File: src/rtl/ptl_pkg.sv
`timescale 1ns / 1ps
// ----------------------------------------------------------------------------
// ptl_pkg
// Shared types, widths and constants of the polar tile locator.
// ----------------------------------------------------------------------------
package ptl_pkg;

  localparam int MAX_RINGS    = 5;
  localparam int COORD_BITS   = 18;
  localparam int ANGLE_BITS   = 16;
  localparam int CORDIC_STEPS = 30;

  localparam int CW         = COORD_BITS + 16;  // cordic datapath word
  localparam int SQ_BITS    = 2 * COORD_BITS;
  localparam int RAD_BITS   = 17;
  localparam int GAP_BITS   = 16;
  localparam int RC_BITS    = 3;
  localparam int CNT_BITS   = 8;
  localparam int CNTS_BITS  = 40;
  localparam int NUM_CNT    = CNTS_BITS / CNT_BITS;
  localparam int TILE_BITS  = 11;
  localparam int CFG_DATA_BITS = 40;
  localparam int CFG_IDX_BITS  = 3;
  localparam int TPR_BITS   = 30;
  localparam int GN_BITS    = GAP_BITS + RC_BITS;
  localparam int NUM_BITS   = GN_BITS + TPR_BITS;
  localparam int EDGE_BITS  = 24;
  localparam int TURN_BITS  = 32;

  localparam logic [TPR_BITS-1:0] TURN_PER_RAD = 30'd683565275;

  typedef enum logic [CFG_IDX_BITS-1:0] {
    REG_INNER  = 3'd0,
    REG_OUTER  = 3'd1,
    REG_RINGS  = 3'd2,
    REG_GAP    = 3'd3,
    REG_COUNTS = 3'd4
  } cfg_reg_t;

  typedef struct packed {
    logic [RAD_BITS-1:0]  inner;
    logic [RAD_BITS-1:0]  outer;
    logic [RC_BITS-1:0]   rings;
    logic [GAP_BITS-1:0]  gap;
    logic [CNTS_BITS-1:0] counts;
  } cfg_t;

  typedef struct packed {
    logic                  rej;
    logic [ANGLE_BITS-1:0] phi;
    logic [CNT_BITS-1:0]   cnt;
    logic [TILE_BITS-1:0]  base;
  } tag_t;

  typedef struct packed {
    logic [NUM_BITS-1:0]  num;
    logic [EDGE_BITS-1:0] edge_len;
    tag_t                 tag;
  } ring_out_t;

  typedef struct packed {
    logic [TURN_BITS-1:0] half;
    tag_t                 tag;
  } div_out_t;

  function automatic logic [TURN_BITS-1:0] atan_turn(input int i);
    logic [TURN_BITS-1:0] a;
    case (i)
      0:  a = 32'h20000000;
      1:  a = 32'h12E4051E;
      2:  a = 32'h09FB385B;
      3:  a = 32'h051111D4;
      4:  a = 32'h028B0D43;
      5:  a = 32'h0145D7E1;
      6:  a = 32'h00A2F61E;
      7:  a = 32'h00517C55;
      8:  a = 32'h0028BE53;
      9:  a = 32'h00145F2F;
      10: a = 32'h000A2F98;
      11: a = 32'h000517CC;
      12: a = 32'h00028BE6;
      13: a = 32'h000145F3;
      14: a = 32'h0000A2FA;
      15: a = 32'h0000517D;
      16: a = 32'h000028BE;
      17: a = 32'h0000145F;
      18: a = 32'h00000A30;
      19: a = 32'h00000518;
      20: a = 32'h0000028C;
      21: a = 32'h00000146;
      22: a = 32'h000000A3;
      23: a = 32'h00000051;
      24: a = 32'h00000029;
      25: a = 32'h00000014;
      26: a = 32'h0000000A;
      27: a = 32'h00000005;
      28: a = 32'h00000003;
      29: a = 32'h00000001;
      default: a = '0;
    endcase
    return a;
  endfunction

endpackage

File: src/rtl/ptl_tile.sv
`timescale 1ns / 1ps
// ----------------------------------------------------------------------------
// ptl_tile
// Angular tile index, angular gap test and final tile number; the last
// stage is the output register.
// ----------------------------------------------------------------------------
module ptl_tile (
  input  logic                          clk,
  input  logic                          rst_n,
  input  logic                          in_valid,
  output logic                          in_ready,
  input  ptl_pkg::div_out_t             in_data,
  output logic                          out_valid,
  input  logic                          out_ready,
  output logic [ptl_pkg::TILE_BITS-1:0] out_tile
);

  localparam int AB = ptl_pkg::ANGLE_BITS;
  localparam int CN = ptl_pkg::CNT_BITS;
  localparam int TB = ptl_pkg::TURN_BITS;
  localparam int PB = AB + CN;
  localparam int HB = TB + CN;
  localparam int XB = HB + 1;

  typedef struct packed {
    logic                          rej;
    logic [PB-1:0]                 pn;
    logic [HB-1:0]                 nh;
    logic [ptl_pkg::TILE_BITS-1:0] base;
  } ta_t;

  ta_t  a_r, a_nxt;
  logic [ptl_pkg::TILE_BITS-1:0] t_r, t_nxt;
  logic [1:0] v_r;
  logic [1:0] en;

  always_comb begin
    a_nxt.rej  = in_data.tag.rej;
    a_nxt.pn   = PB'(in_data.tag.phi) * PB'(in_data.tag.cnt);
    a_nxt.nh   = HB'(in_data.half) * HB'(in_data.tag.cnt);
    a_nxt.base = in_data.tag.base;
  end

  always_comb begin
    logic [XB-1:0] fr;
    logic [CN-1:0] k;
    logic ok;
    fr = XB'({a_r.pn[AB-1:0], {(TB-AB){1'b0}}});
    k  = a_r.pn[PB-1:AB];
    ok = (fr >= XB'(a_r.nh)) && ((fr + XB'(a_r.nh)) <= (XB'(1) << TB));
    if (ok && !a_r.rej) t_nxt = a_r.base + ptl_pkg::TILE_BITS'(k) + 1'b1;
    else t_nxt = '0;
  end

  always_comb begin
    en[1] = !v_r[1] || out_ready;
    en[0] = !v_r[0] || en[1];
  end

  always_ff @(posedge clk) begin
    if (!rst_n) begin
      v_r <= '0;
    end else begin
      if (en[0]) v_r[0] <= in_valid;
      if (en[1]) v_r[1] <= v_r[0];
    end
  end

  always_ff @(posedge clk) begin
    if (en[0]) a_r <= a_nxt;
    if (en[1]) t_r <= t_nxt;
  end

  assign in_ready  = en[0];
  assign out_valid = v_r[1];
  assign out_tile  = t_r;

endmodule

File: config.mk
export PLATFORM = sky130hd
export DESIGN_NAME = ptl_tile
export DESIGN_NICKNAME = d
export VERILOG_FILES = /design/src/rtl/ptl_pkg.sv /design/src/rtl/ptl_tile.sv
export SDC_FILE = /design/constraint.sdc
export NUM_CORES = 1
export LEC_CHECK = 0
export ABC_AREA = 1
export BUFFER_PORTS_ARGS = -buffer_cell sky130_fd_sc_hd__buf_2
export CORE_UTILIZATION = 28
export CTS_CLUSTER_DIAMETER = 60
export DETAILED_ROUTE_END_ITERATION = 7
export PLACE_DENSITY_LB_ADDON = 0.08
export SKIP_LAST_GASP = 1
export SLEW_MARGIN = 20
export SYNTH_ARGS = -nofsm -noshare
export SYNTH_HDL_FRONTEND = slang
export SYNTH_SLANG_ARGS = --single-unit
File: constraint.sdc
create_clock -name clk -period 6.1 [get_ports clk]
set_clock_uncertainty 0.2 [all_clocks]
set_input_delay 1.22 -clock clk [delete_from_list [all_inputs] [get_ports clk]]
set_output_delay 1.22 -clock clk [all_outputs]
set_load 0.01 [all_outputs]
After elaboration in Yosys (flattened, before gate mapping)
Index checks and enable logic that the tools add are counted.

Output and inout port bits: 13. Logic and storage cells: 21. Register bits: 89. Input bits: 72.

Magnitude comparators: 2. $mul: 2. $add $sub $neg: 3. Reductions and logical operators: 7.

Operator list (count): $add A32 B40 Y41 (1); $le A41 B33 Y1 const B (1); $ge A32 B40 Y1 (1); $mul A32 B8 Y40 (1); $mul A16 B8 Y24 (1); $add A11 B1 Y11 const B (1); $add A11 B8 Y11 (1); $logic_not A1 Y1 (3); $logic_and A1 B1 Y1 (2); $logic_or A1 B1 Y1 (2).

Depth between registers and ports, before layout
Depth in word-level cells: 4. Depth in mapped cells: 25. Gate-level depth less buffers: 23.

Worst setup path before layout
No wires, ideal clock.

Path kind: input-to-reg. Start point: input in_data[18] in the netlist's numbering. End point: register a_r[67] in the netlist's numbering (data pin). Slack: 197 ps. Library setup time: 262 ps. Cell stages on the path: 17. Arrival: 5441 ps. Data required time: 5638 ps. Buffers on the path: 2. Cell sequence: clkbuf_1 clkbuf_1 nand2_1 fa_1 fa_1 inv_1 fa_1 inv_1 fa_1 inv_1 ha_1 a21o_1 a31oi_1 o21ai_0 a21boi_0 o21bai_1 xor2_1.

RTL lines: start, declared (RTL line ptl_tile.sv:12) `input ptl_pkg::div_out_t in_data,`; end signal, assigned (RTL line ptl_tile.sv:70) `if (en[0]) a_r <= a_nxt;`; end, declared (RTL line ptl_tile.sv:32) `ta_t a_r, a_nxt;`.

==> results.md <==
* Power Density at 478 nW/µm²
* Synth Instances at ~2400
* Pin count of the biggest net entering global routing at 49
* Largest cells by area after synthesis: fa_1 (30%), inv_1 (15%), edfxtp_1 (15%)
* Core outline area at 61900 µm²
* Die Ht at 253 µm
* Core Rows at 91
* TritonCTS clock tree: yes
* PostCTS Resize Cnt at 0
* WHS at approximately 0.28 ns
* Total grt overflow at 0
* Syn_nets at about 2800
* Syn Area/Cell at approximately 7.5 µm²
* Drt pass-1 iters at 5
* Vias post-DR at 14097
* Post-synth EDFFs at 87
* Worst-margin pin slew at slightly above 0.6 ns
* Hold WC Path Type: flop to flop
* Final hold violation count at 0
* Element type at the critical path start: primary input
* Final WL at 49.2 mm
* Unique cell type count in the Yosys netlist at 40
* Register area share after synthesis at 15.0%
* Fin Setup TNS at 0 ns
* Root Buffer: clkbuf_16
* Total GRT Usage at 16.1%
* # DRC at 0
* Setup crit end kind: flop
* Area Overhead vs Synth at 15.7%
* Final GP Congestion at approximately 0.81
* Max FO, Critical Path at 11
* Post-synth top area share at 30.2%
* Antenna Nets Post-Route at 0
* Most frequent cells in the layout: inv_1 (707), nand2_1 (603), fa_1 (266)
* DP Area at 20100 µm²
* Ant diodes at 0
* I/O Buffers at 84
* Peak supply drop at around 0.18 mV
* Htree depth at 3
* Clock buffer depth at 2
* # hold bufs at CTS at 0
* Ports at 85
* Num CTS Buffers at 9
* Layout cells sized above 1 at 11.4%
* Synth warn at 0
* Die area at approximately 64000 µm²
* Hold endpoint: v_r[1]
* R2R Path Start: a_r[51]
* Critical path class: primary input to flop
* Worst-case reg-to-reg path depth at 16
* FF+latch count, synth at just under 90
* Maxcap violations at 0
* Post-synth ARST share at 0%
* Initial antenna violation count at 0
* Main synth FF type: edfxtp_1
* Number of stages on the worst hold path at 2
* Post-Layout Inst Area at 20400 µm²
* Drt via density at 4.19
* Commonest non-fill, non-tap cell in the layout: inv_1
* R2r setup slk at 3.23 ns
* First-pass GRT wire length at 80.7 mm
* Clock Pin Slew Worst Setup and Hold Paths at about 0.060 ns
* Placement Setup Slack at -0.0587 ns
* CP arrival at 5.63 ns
* Vias in the first global route at 15034
* Final core utilization at 33.0%
* Reg-to-Reg End: out_tile[10]
* Min-delay src: v_r[0]
* Final nets at 3002
* Post-Syn Area at 17600 µm²
* Worst relative slew slack at between 50% and 60%
* Setup repair bufs after CTS at 0
* Area leader, netlist: fa_1
* DR WL/cell at 14.6 µm
* Initial Util at 28.5%
* Final Max Slew Viols at 0
* Highest clock rate at roughly 170 MHz
* Sink Count at 89
* Final worst setup slack at 0.369 ns
* Die W at 253 µm
* Number of DRC markers in iteration 0 at 638
* Period Utilization, post-route at 94.0%
* Crit path time final at approximately 5.7 ns
* Worst Path Required at 6.00 ns
* Clock Latency Late Sink at around 0.35 ns
* Outcome: completed
* DP HPWL at 42.2 mm
* Setup violators final at 0
* RSZ-0062 raised after global routing: false
* Leak pwr at 12.2 nW
* Filler instances at 6746
critical path, cell delays in order:
cell	delay, ns
buf_2	0.31
buf_4	0.22
nand2_1	0.07
inv_1	0.09
fa_1	0.42
fa_1	0.52
fa_1	0.54
inv_1	0.05
fa_1	0.62
inv_1	0.08
ha_1	0.35
a21oi_1	0.18
a21boi_0	0.23
o21ai_0	0.13
a21oi_1	0.19
o21bai_1	0.11
nand3_1	0.08
nand2_1	0.06
xor2_1	0.14
how the worst max path moves through the flow:
stage	from	end	slack, ns	depth (start not counted)
5_1_grt	in_data[18]	a_r[39]	0.04	23
6_report	in_data[18]	a_r[72]	0.37	19
4_1_cts	in_data[18]	a_r[72]	0.34	19
3_5_place_dp	in_data[18]	a_r[49]	-0.06	20
2_1_floorplan	in_data[18]	a_r[67]	0.20	17
3_3_place_gp	in_data[18]	a_r[72]	-0.04	23
stage by stage:
step | power (mW) | std cells
after global placement | 9.32 | 3346
after global routing | 11.0 | 3362
after detailed placement | 9.28 | 3346
after CTS | 9.94 | 3362
after floorplan | 5.99 | 2350
final | 9.76 | 3362
metal layers:
layer / GRT usage [%] / wire (µm) / vias up
li1: - / - / 7145
met1: 23.7 / 25400 / 6721
met2: 26.1 / 22000 / 204
met3: 1.11 / 1370 / 27
met4: 2.65 / 463 / 0
met5: 0 / 0 / -
kinds of logic (layout without fill, tap and decap cells):
| logic type | Yosys count | after routing | synth area share, % |
|---|---|---|---|
| XOR/XNOR | 65 | 65 | 3.23 |
| flip-flops | 89 | 89 | 15.0 |
| AND/OR/NAND/NOR | 815 | 815 | 18.4 |
| AO/OA/AOI/OAI | 172 | 172 | 5.63 |
| buffers and inverters | 799 | 974 | 17.4 |
| adder cells (fa/ha/maj) | 410 | 410 | 40.4 |
synth_stat cells, types with 11 or more instances:
| master | instances |
|---|---|
| xnor2_1 | 19 |
| o21bai_1 | 11 |
| o21ai_0 | 34 |
| xor2_1 | 46 |
| nor2_1 | 109 |
| nand2_1 | 603 |
| clkbuf_1 | 36 |
| edfxtp_1 | 87 |
| nor3_1 | 11 |
| nand3_1 | 54 |
| inv_1 | 707 |
| nand4_1 | 16 |
| nor2_2 | 13 |
| ha_1 | 144 |
| fa_1 | 266 |
| a21oi_1 | 84 |
| clkbuf_2 | 48 |
cell type report:
class,count,area (µm²),area share [%]
multi-input combinational,1462,11900,58.5
inverter,710,2670,13.1
sequential,89,2650,13.0
timing repair buffer,248,1790,8.76
tap,837,1050,5.13
clock buffer,10,229,1.12
clock inverter,6,91.3,0.447
registers in the layout (all words and copies together), names as in the netlist:
register,cells
a_r,76
out_tile,11
v_r,2
where the power goes:
group | total (mW) | switching, mW | internal, mW
Sequential | 1.29 | 0.142 | 1.14
Clock | 0.603 | 0.242 | 0.361
Combinational | 7.87 | 4.40 | 3.47
Total | 9.76 | 4.78 | 4.98
Note: power is estimated with default switching activity, not from simulation.
