===== src/rtl/ptl_pkg.sv =====
`timescale 1ns / 1ps
// ----------------------------------------------------------------------------
// ptl_pkg
// Shared types, widths and constants of the polar tile locator.
// ----------------------------------------------------------------------------
package ptl_pkg;

  localparam int MAX_RINGS    = 5;
  localparam int COORD_BITS   = 18;
  localparam int ANGLE_BITS   = 16;
  localparam int CORDIC_STEPS = 30;

  localparam int CW         = COORD_BITS + 16;  // cordic datapath word
  localparam int SQ_BITS    = 2 * COORD_BITS;
  localparam int RAD_BITS   = 17;
  localparam int GAP_BITS   = 16;
  localparam int RC_BITS    = 3;
  localparam int CNT_BITS   = 8;
  localparam int CNTS_BITS  = 40;
  localparam int NUM_CNT    = CNTS_BITS / CNT_BITS;
  localparam int TILE_BITS  = 11;
  localparam int CFG_DATA_BITS = 40;
  localparam int CFG_IDX_BITS  = 3;
  localparam int TPR_BITS   = 30;
  localparam int GN_BITS    = GAP_BITS + RC_BITS;
  localparam int NUM_BITS   = GN_BITS + TPR_BITS;
  localparam int EDGE_BITS  = 24;
  localparam int TURN_BITS  = 32;

  localparam logic [TPR_BITS-1:0] TURN_PER_RAD = 30'd683565275;

  typedef enum logic [CFG_IDX_BITS-1:0] {
    REG_INNER  = 3'd0,
    REG_OUTER  = 3'd1,
    REG_RINGS  = 3'd2,
    REG_GAP    = 3'd3,
    REG_COUNTS = 3'd4
  } cfg_reg_t;

  typedef struct packed {
    logic [RAD_BITS-1:0]  inner;
    logic [RAD_BITS-1:0]  outer;
    logic [RC_BITS-1:0]   rings;
    logic [GAP_BITS-1:0]  gap;
    logic [CNTS_BITS-1:0] counts;
  } cfg_t;

  typedef struct packed {
    logic                  rej;
    logic [ANGLE_BITS-1:0] phi;
    logic [CNT_BITS-1:0]   cnt;
    logic [TILE_BITS-1:0]  base;
  } tag_t;

  typedef struct packed {
    logic [NUM_BITS-1:0]  num;
    logic [EDGE_BITS-1:0] edge_len;
    tag_t                 tag;
  } ring_out_t;

  typedef struct packed {
    logic [TURN_BITS-1:0] half;
    tag_t                 tag;
  } div_out_t;

  function automatic logic [TURN_BITS-1:0] atan_turn(input int i);
    logic [TURN_BITS-1:0] a;
    case (i)
      0:  a = 32'h20000000;
      1:  a = 32'h12E4051E;
      2:  a = 32'h09FB385B;
      3:  a = 32'h051111D4;
      4:  a = 32'h028B0D43;
      5:  a = 32'h0145D7E1;
      6:  a = 32'h00A2F61E;
      7:  a = 32'h00517C55;
      8:  a = 32'h0028BE53;
      9:  a = 32'h00145F2F;
      10: a = 32'h000A2F98;
      11: a = 32'h000517CC;
      12: a = 32'h00028BE6;
      13: a = 32'h000145F3;
      14: a = 32'h0000A2FA;
      15: a = 32'h0000517D;
      16: a = 32'h000028BE;
      17: a = 32'h0000145F;
      18: a = 32'h00000A30;
      19: a = 32'h00000518;
      20: a = 32'h0000028C;
      21: a = 32'h00000146;
      22: a = 32'h000000A3;
      23: a = 32'h00000051;
      24: a = 32'h00000029;
      25: a = 32'h00000014;
      26: a = 32'h0000000A;
      27: a = 32'h00000005;
      28: a = 32'h00000003;
      29: a = 32'h00000001;
      default: a = '0;
    endcase
    return a;
  endfunction

endpackage


===== src/rtl/ptl_ring.sv =====
`timescale 1ns / 1ps
// ----------------------------------------------------------------------------
// ptl_ring
// Ring selection, radial gap test, tile outer edge, angular gap numerator,
// tile count and ring base, over three stages.
// ----------------------------------------------------------------------------
module ptl_ring (
  input  logic                           clk,
  input  logic                           rst_n,
  input  ptl_pkg::cfg_t                  cfg,
  input  logic                           in_valid,
  output logic                           in_ready,
  input  logic [ptl_pkg::COORD_BITS-1:0] in_r,
  input  logic [ptl_pkg::TURN_BITS-1:0]  in_z,
  output logic                           out_valid,
  input  logic                           out_ready,
  output ptl_pkg::ring_out_t             out_data
);

  localparam int CB  = ptl_pkg::COORD_BITS;
  localparam int DNB = CB + ptl_pkg::RC_BITS;
  localparam int JWB = ptl_pkg::RAD_BITS + ptl_pkg::RC_BITS;
  localparam int SW  = ((DNB > JWB) ? DNB : JWB) + 4;

  typedef struct packed {
    logic                           rej;
    logic [DNB-1:0]                 dn;
    logic [ptl_pkg::GN_BITS-1:0]    gn;
    logic [ptl_pkg::ANGLE_BITS-1:0] phi;
  } sa_t;

  typedef struct packed {
    logic                           rej;
    logic [ptl_pkg::RC_BITS-1:0]    nr;
    logic [DNB-1:0]                 dn;
    logic [ptl_pkg::GN_BITS-1:0]    gn;
    logic [ptl_pkg::NUM_BITS-1:0]   num;
    logic [ptl_pkg::ANGLE_BITS-1:0] phi;
  } sb_t;

  sa_t  a_r, a_nxt;
  sb_t  b_r, b_nxt;
  ptl_pkg::ring_out_t c_r, c_nxt;
  logic [2:0] v_r;
  logic [2:0] en;

  logic [ptl_pkg::RAD_BITS-1:0] w;
  assign w = cfg.outer - cfg.inner;

  always_comb begin
    logic below;
    logic bad;
    logic [CB-1:0] d;
    below = in_r < CB'(cfg.inner);
    bad   = (cfg.rings == '0) || (32'(cfg.rings) > ptl_pkg::MAX_RINGS) ||
            (cfg.outer <= cfg.inner);
    d         = in_r - CB'(cfg.inner);
    a_nxt.rej = below || bad;
    a_nxt.dn  = DNB'(d) * DNB'(cfg.rings);
    a_nxt.gn  = ptl_pkg::GN_BITS'(cfg.gap) * ptl_pkg::GN_BITS'(cfg.rings);
    a_nxt.phi = in_z[ptl_pkg::TURN_BITS-1 -: ptl_pkg::ANGLE_BITS];
  end

  always_comb begin
    logic [JWB-1:0] nw;
    logic [ptl_pkg::RC_BITS-1:0] cnt;
    cnt = '0;
    for (int j = 1; j < ptl_pkg::MAX_RINGS; j++) begin
      if (DNB'(JWB'(w) * JWB'(j)) <= a_r.dn) cnt = cnt + 1'b1;
    end
    nw        = JWB'(w) * JWB'(cfg.rings);
    b_nxt.rej = a_r.rej || (a_r.dn >= DNB'(nw));
    b_nxt.nr  = cnt;
    b_nxt.dn  = a_r.dn;
    b_nxt.gn  = a_r.gn;
    b_nxt.num = ptl_pkg::NUM_BITS'(a_r.gn) * ptl_pkg::NUM_BITS'(ptl_pkg::TURN_PER_RAD);
    b_nxt.phi = a_r.phi;
  end

  always_comb begin
    logic [JWB-1:0] nrw;
    logic [JWB-1:0] rin_n;
    logic signed [SW-1:0] span;
    logic signed [SW-1:0] lo;
    logic signed [SW-1:0] hi;
    logic signed [SW-1:0] tdn;
    logic signed [SW-1:0] edge_s;
    logic [ptl_pkg::CNT_BITS-1:0]  cnt;
    logic [ptl_pkg::TILE_BITS-1:0] base;
    nrw    = JWB'(w) * JWB'(b_r.nr);
    rin_n  = JWB'(cfg.inner) * JWB'(cfg.rings);
    span   = SW'(nrw) + SW'(w);
    lo     = (SW'(nrw) <<< 1) + SW'(b_r.gn);
    hi     = (span <<< 1) - SW'(b_r.gn);
    tdn    = SW'(b_r.dn) <<< 1;
    edge_s = (SW'(rin_n) <<< 1) + (span <<< 1) - SW'(b_r.gn);
    cnt    = '0;
    base   = '0;
    for (int j = 0; j < ptl_pkg::NUM_CNT; j++) begin
      if (32'(b_r.nr) == j) cnt = cfg.counts[j*ptl_pkg::CNT_BITS +: ptl_pkg::CNT_BITS];
      if (j < 32'(b_r.nr)) begin
        base = base + ptl_pkg::TILE_BITS'(cfg.counts[j*ptl_pkg::CNT_BITS +: ptl_pkg::CNT_BITS]);
      end
    end
    c_nxt.num      = b_r.num;
    c_nxt.edge_len = edge_s[ptl_pkg::EDGE_BITS-1:0];
    c_nxt.tag.rej  = b_r.rej || (tdn < lo) || (tdn > hi) || (cnt == '0) || (edge_s <= 0);
    c_nxt.tag.phi  = b_r.phi;
    c_nxt.tag.cnt  = cnt;
    c_nxt.tag.base = base;
  end

  always_comb begin
    en[2] = !v_r[2] || out_ready;
    en[1] = !v_r[1] || en[2];
    en[0] = !v_r[0] || en[1];
  end

  always_ff @(posedge clk) begin
    if (!rst_n) begin
      v_r <= '0;
    end else begin
      if (en[0]) v_r[0] <= in_valid;
      if (en[1]) v_r[1] <= v_r[0];
      if (en[2]) v_r[2] <= v_r[1];
    end
  end

  always_ff @(posedge clk) begin
    if (en[0]) a_r <= a_nxt;
    if (en[1]) b_r <= b_nxt;
    if (en[2]) c_r <= c_nxt;
  end

  assign in_ready  = en[0];
  assign out_valid = v_r[2];
  assign out_data  = c_r;

endmodule


===== config.mk =====
export PLATFORM = sky130hd
export DESIGN_NAME = ptl_ring
export DESIGN_NICKNAME = d
export VERILOG_FILES = /design/src/rtl/ptl_pkg.sv /design/src/rtl/ptl_ring.sv
export SDC_FILE = /design/constraint.sdc
export NUM_CORES = 2
export LEC_CHECK = 0
export BUFFER_PORTS_ARGS = -buffer_cell sky130_fd_sc_hd__buf_2
export CAP_MARGIN = 25
export CORE_MARGIN = 5
export CORE_UTILIZATION = 65
export CTS_CLUSTER_DIAMETER = 200
export CTS_CLUSTER_SIZE = 28
export DETAILED_ROUTE_END_ITERATION = 12
export GPL_TIMING_DRIVEN = 1
export MAX_ROUTING_LAYER = met4
export PLACE_DENSITY = 0.85
export SLEW_MARGIN = 20
export SYNTH_ARGS = -nofsm -noshare
export SYNTH_HDL_FRONTEND = slang
export SYNTH_SLANG_ARGS = --single-unit

===== constraint.sdc =====
create_clock -name clk -period 17.45 [get_ports clk]
set_clock_uncertainty 0.2 [all_clocks]
set_input_delay 0 -clock clk [delete_from_list [all_inputs] [get_ports clk]]
set_output_delay 0 -clock clk [all_outputs]
set_load 0.01 [all_outputs]

======== Word level (Yosys, flattened, before mapping) ========
Index checks and enable logic that the tools add are counted.
storage, ports and cells
  register bits after elaboration ......... 278
  input port bits ......................... 147
  output and inout bits ................... 111
cells by class
  eq/ne operators ......................... 4
  reduce and logical (&&, ||, !) cells .... 17
  add/subtract/negate cells ............... 14
  order comparisons ....................... 16
  multiply operators ...................... 7
  muxes and demuxes ....................... 14
operator list
  kind                                                                     number
  17-bit by 3-bit multiplier with 20-bit output                            3
  19-bit by 30-bit multiplier with 49-bit output (second input constant)   1
  8-bit two-way mux                                                        6
  11-bit by 8-bit adder with 11-bit output                                 4
  11-bit two-way mux                                                       4
  19-bit by 21-bit <= comparator with 1-bit output                         2
  24-bit by 1-bit <= comparator with 1-bit output (second input constant)  1
  23-bit by 19-bit subtractor with 24-bit output                           1
  21-bit by 22-bit adder with 23-bit output                                1
  23-bit greater-than comparator                                           1
  22-bit by 19-bit subtractor with 23-bit output                           1
  21-bit by 19-bit adder with 22-bit output                                1
  22-bit < comparator                                                      1
  20-bit by 17-bit adder with 21-bit output                                1
  21-bit by 20-bit >= comparator with 1-bit output                         1
  17-bit by 21-bit <= comparator with 1-bit output                         1
  18-bit by 21-bit <= comparator with 1-bit output                         1
  18-bit by 3-bit multiplier with 21-bit output                            1
  16-bit by 3-bit multiplier with 19-bit output                            1
  17-bit by 2-bit multiplier with 19-bit output (second input constant)    1
  18-bit by 17-bit < comparator with 1-bit output                          1
  18-bit by 17-bit subtractor with 18-bit output                           1
  17-bit <= comparator                                                     1
  17-bit subtractor                                                        1
  14 further kinds                                                         34

======== Depth between registers and ports, before layout ========
  depth after elaboration ................. 10
  gate-level depth with buffers ........... 43
  depth with buffers taken out ............ 43

======== Worst setup path before layout ========
OpenSTA, ideal clock, no wires.
  path kind ............................... input port to flip-flop
  from .................................... input cfg[77] in the netlist's numbering
  to ...................................... register c_r (netlist bit out_data[35]), data pin
  stages .................................. 39
  arrival ................................. 8.513 ns
  path buffers ............................ 0
  slack ................................... 8.602 ns
  data required time ...................... 17.115 ns
  cells stage by stage .................... inv_1 -> ha_1 -> nor2b_1 -> o21ai_0 -> a21boi_0 -> o21ai_0 -> a21boi_0 -> o21a_1 -> nor2_1 -> xnor2_1 -> nand2_1 -> fa_1 -> inv_1 -> ha_1 -> or3_1 -> a311oi_1 -> a21oi_1 -> xor2_1 -> [... 3 more ...] -> a21boi_0 -> o21ai_0 -> and2_1 -> nor2_1 -> inv_1 -> fa_1 -> inv_1 -> ha_1 -> and3_1 -> o21ai_0 -> a21boi_0 -> a2111oi_0 -> or3_2 -> o21ai_0 -> xor2_1 -> or4_1 -> or4b_1 -> nand3_1
RTL lines
  element               line             text
  from (decl)           ptl_ring.sv:10   input ptl_pkg::cfg_t cfg,
  to (signal assigned)  ptl_ring.sv:132  if (en[2]) c_r <= c_nxt;
  to (decl)             ptl_ring.sv:43   ptl_pkg::ring_out_t c_r, c_nxt;

==> impl.org <==
** Floorplanning
- Width of the chip :: 244 um
- Pin placement for this block handled 258 I/O pins.
- After floorplanning, the core was divided into 85 placement rows.
- DIE AREA :: 0.0595 mm2
- Initial Utilization :: 65.8%
- Placeable core region :: 0.0540 mm2
- Die Height :: 244 um

** Job
- Total of max-cap violations :: 0

** Logic synthesis
- For this run, the number of Yosys warnings is 0.
- Multiplexer share of the synthesized area :: 1.04%
- Syn Nets :: 4,728
- The mapped netlist covers 0.0356 mm2.
- Mean instance size in the synthesized netlist :: 9.65 um2
- Synthesis produced a netlist whose cell count is 3,686.
- The synthesized design contains 273 enable-type register cells.
- Sequential cell area fraction in the yosys report :: 23.2%
- Area share of fa/ha/maj cells after synthesis :: 37.8%
- Combinational family with the most area after synthesis :: adder cells
- Summing the areas of all compound-gate instances in the mapped netlist gives 13.9% of the synthesized area.
- Synthesis instantiated 80 different standard cells from the library.
- FFs w/ async S/R, synth :: 0%
- Simple logic cell fraction of the synthesized area :: 11.3%
- Among all flip-flop cells after synthesis, the most frequent one is edfxtp_1.
- In this run, synthesis produced a sequential element count of 276.
- Post-synthesis xor/xnor area fraction :: 5.69%

** Setup path
- Crit end category :: flop
- For the worst setup path, the data arrival time is 9.87 ns.
- For the worst setup path, the data required time is 17.64 ns.
- In this design, the critical path's most frequently occurring cell is o21ai_0.
- Cell class contributing the biggest share of worst-path delay :: compound AO/OA/AOI/OAI gates
- The slowest stage of the critical path is the or4_1 cell.
- The worst setup path is launched from a primary input.
- Delay of the slowest cell on the worst path :: 0.53 ns
- Worst path buffer plus inverter count :: 6
- In this run the worst path has a maximum fanout of 12.
- Category of the critical setup timing path :: in -> reg

** Placement
- Final HPWL DP :: 70,300 um
- Routability-driven placement finished with a final weighted congestion of 0.981.
- Input and output buffers added on the ports amount to 241.

** Clock network
- The clock passes through at most 3 buffers.
- The later pin in the worst-skew pair is clocked with a latency of 0.53 ns.
- Once the clock tree was built, the resizer swapped 0 gates to a different size.
- Worst-path clk slew :: 0.12 ns
- Sink Count :: 276
- CTS tree :: built
- Root cell of the clock tree :: clkbuf_16
- Buffers inserted during clock tree synthesis total 13.
- CTS built an H-tree with a depth of 1.

** Cells and area
- The post-route netlist has 8.78% of its cells at a drive strength greater than 1.
- Area growth from synthesis to layout :: 8.62%
- The number of antenna diodes in the final layout is 0.
- At the end of the flow, the number of nets in the layout was 5,017.

** Global routing
- Number of antenna violations at the first check in global routing :: 0
- The first global-routing pass estimated 139,000 um of wire.
- Maximum number of pins on one net before global-route repair :: 71
- The number of global-route vias before repair is 27,300.
- Gr usage total :: 29.5%
- Total gr overflow :: 0

** STA
- For the pin with the worst max-slew slack, the measured transition is 1.02 ns.
- Minimum clock period after layout :: 9.68 ns
- Post-route clock period utilization :: 55.5%
- RSZ-0062 raised after global routing :: no
- Max Freq :: 103 MHz
- Final max-slew violation count :: 0
- The final hold violation count is 0.
- Setup violations remaining at the end of the flow were counted as 0.
- Worst slew margin relative to its limit :: 30.0%
- Setup TNS Final :: 0 ns

** Outcome
- The run finished with clean final reports.

** Detailed routing
- Avg WL per Cell :: 18.7 um
- The detailed router finished its first iteration with 1,867 violations.
- Remaining antenna violation count :: 0
- For this block, the via count after detailed routing is 27,800.
- After detailed routing, the number of remaining DRC violations is 0.
- Dividing the detail-routed via count by the number of cells gives 5.95.
- Before antenna repair, the detailed router went through 5 iterations.
- Summed over all layers, the routed wires come to 87,200 um.

** Hold path
- Class of the most critical hold timing path :: in -> reg
cell usage after synthesis, types with 6 or more instances:
cell type  instances  share of area, %
o211a_1            7              0.20
nand2b_1          20              0.35
ha_1             594                21
nand2_1          314               3.3
xor2_1            73               1.8
nor2b_1           70               1.2
a21oi_1          211               3.0
o2111ai_1          6              0.15
a41o_1             7              0.20
or3_1             17              0.30
o21bai_1          37              0.78
and3_1            17              0.30
nor2_1           158               1.7
nor3_1            43              0.61
fa_1             301                17
a2111oi_0         11              0.27
nand4_1           38              0.67
o211ai_1          12              0.25
a21boi_0          20              0.42
and2_1            51              0.90
or2_2             15              0.26
mux2i_1            9              0.25
nor4_1             7              0.12
edfxtp_1         273                23
o41ai_1            7              0.17
a211o_1            9              0.22
a21o_1           115               2.4
clkbuf_1          47              0.50
xnor2_1          158               3.9
o31ai_1            8              0.17
inv_1            615               6.5
mux4_2             8              0.51
a31o_2             9              0.22
a211oi_1          24              0.51
a31oi_1           21              0.37
mux2_2             9              0.28
nand3_1           64              0.90
o21ai_0          132               1.9
o21a_1            60               1.3
kinds of logic after synthesis:
family,Yosys count
and+or+nand+nor,842
DFF,276
buffers and inverters,664
AOI/OAI and AO/OA,752
adders and majority gates,895
xor gates and xnor gates,231
muxes,26
path summary, 6_finish.rpt:
| path | start | cells after the start | slack (ns) | to |
|---|---|---|---|---|
| hold reg to reg | b_r[47] | 0 | 0.20 | out_data[91] |
| hold / removal | cfg[23] | 4 | 0.02 | out_data[9] |
| setup reg to reg | b_r[107] | 33 | 8.49 | out_data[35] |
| setup / recovery | cfg[77] | 41 | 7.77 | out_data[35] |
layout make-up:
class | count | area (um2)
flip-flops and latches | 276 | 8260
clock buffers | 13 | 325
repair buffers | 323 | 1960
fillers | 4061 | 15400
well taps | 696 | 871
multi-input cells | 2746 | 24900
inverters | 615 | 2310
clock inverters | 2 | 38.8
stage by stage:
step	utilization [%]	instances	hold WS (ns)	setup slack [ns]	cell area, um2
floorplan	-	3686	-0.101	8.60	35600
global placement	69.8	4601	-0.0227	7.64	37700
detailed placement	69.8	4601	-0.0210	7.38	37700
CTS	71.5	4670	0.000159	7.89	38600
global route	71.5	4671	0.0115	6.85	38600
finish	71.5	4671	0.0191	7.77	38600
layout by cell type (no fill, tap or decap), types with 8 or more instances in the layout:
master | netlist | routed
fa_1 | 301 | 301
nor2_1 | 158 | 158
nand2b_1 | 20 | 20
and3_1 | 17 | 17
o21a_1 | 60 | 60
or2_2 | 15 | 15
o31ai_1 | 8 | 8
buf_2 | 0 | 241
inv_1 | 615 | 614
a31o_2 | 9 | 9
mux2_2 | 9 | 9
nand2_1 | 314 | 313
a21oi_1 | 211 | 211
ha_1 | 594 | 594
edfxtp_1 | 273 | 273
a211o_1 | 9 | 9
o211ai_1 | 12 | 12
xor2_1 | 73 | 71
mux4_2 | 8 | 8
a21o_1 | 115 | 115
clkbuf_16 | 0 | 13
a21boi_0 | 20 | 20
nand3_1 | 64 | 63
a211oi_1 | 24 | 24
nand4_1 | 38 | 38
buf_4 | 1 | 27
and2_1 | 51 | 51
mux2i_1 | 9 | 9
a2111oi_0 | 11 | 10
o21bai_1 | 37 | 37
o21ai_0 | 132 | 132
xnor2_1 | 158 | 154
nor3_1 | 43 | 43
a31oi_1 | 21 | 21
or3_1 | 17 | 17
nor2b_1 | 70 | 70
dlygate4sd3_1 | 0 | 55
what timing repair did:
item	4_1_cts	5_1_grt
buffers inserted	0	0
hold buffers	54	1
endpoints found under the hold margin	41	1
endpoints found under the setup margin	0	0
flip-flops by register name, indices dropped and copies added (netlist names):
| register | flops |
|---|---|
| b_r | 108 |
| out_data | 108 |
| a_r | 57 |
| v_r | 3 |
worst reg2reg max path, delay by kind of cell, from the launching register on:
kind	cells	cell delay, ns
AOI/OAI and AO/OA	11	2.31
xor gates and xnor gates	2	0.32
adders and majority gates	6	2.25
buffers and inverters	4	0.65
DFF	1	0.34
and+or+nand+nor	10	2.73
layer usage:
metal | track usage, % | up-vias | share of wire, %
li1 | - | 13200 | -
met1 | 39.3 | 13400 | 42
met2 | 48.0 | 963 | 47
met3 | 5.01 | 143 | 8.2
met4 | 6.94 | 0 | 2.6
met5 | - | - | 0
Power is not shown: default switching activity piles up to over one toggle a cycle in this logic, so the estimate is an artifact.
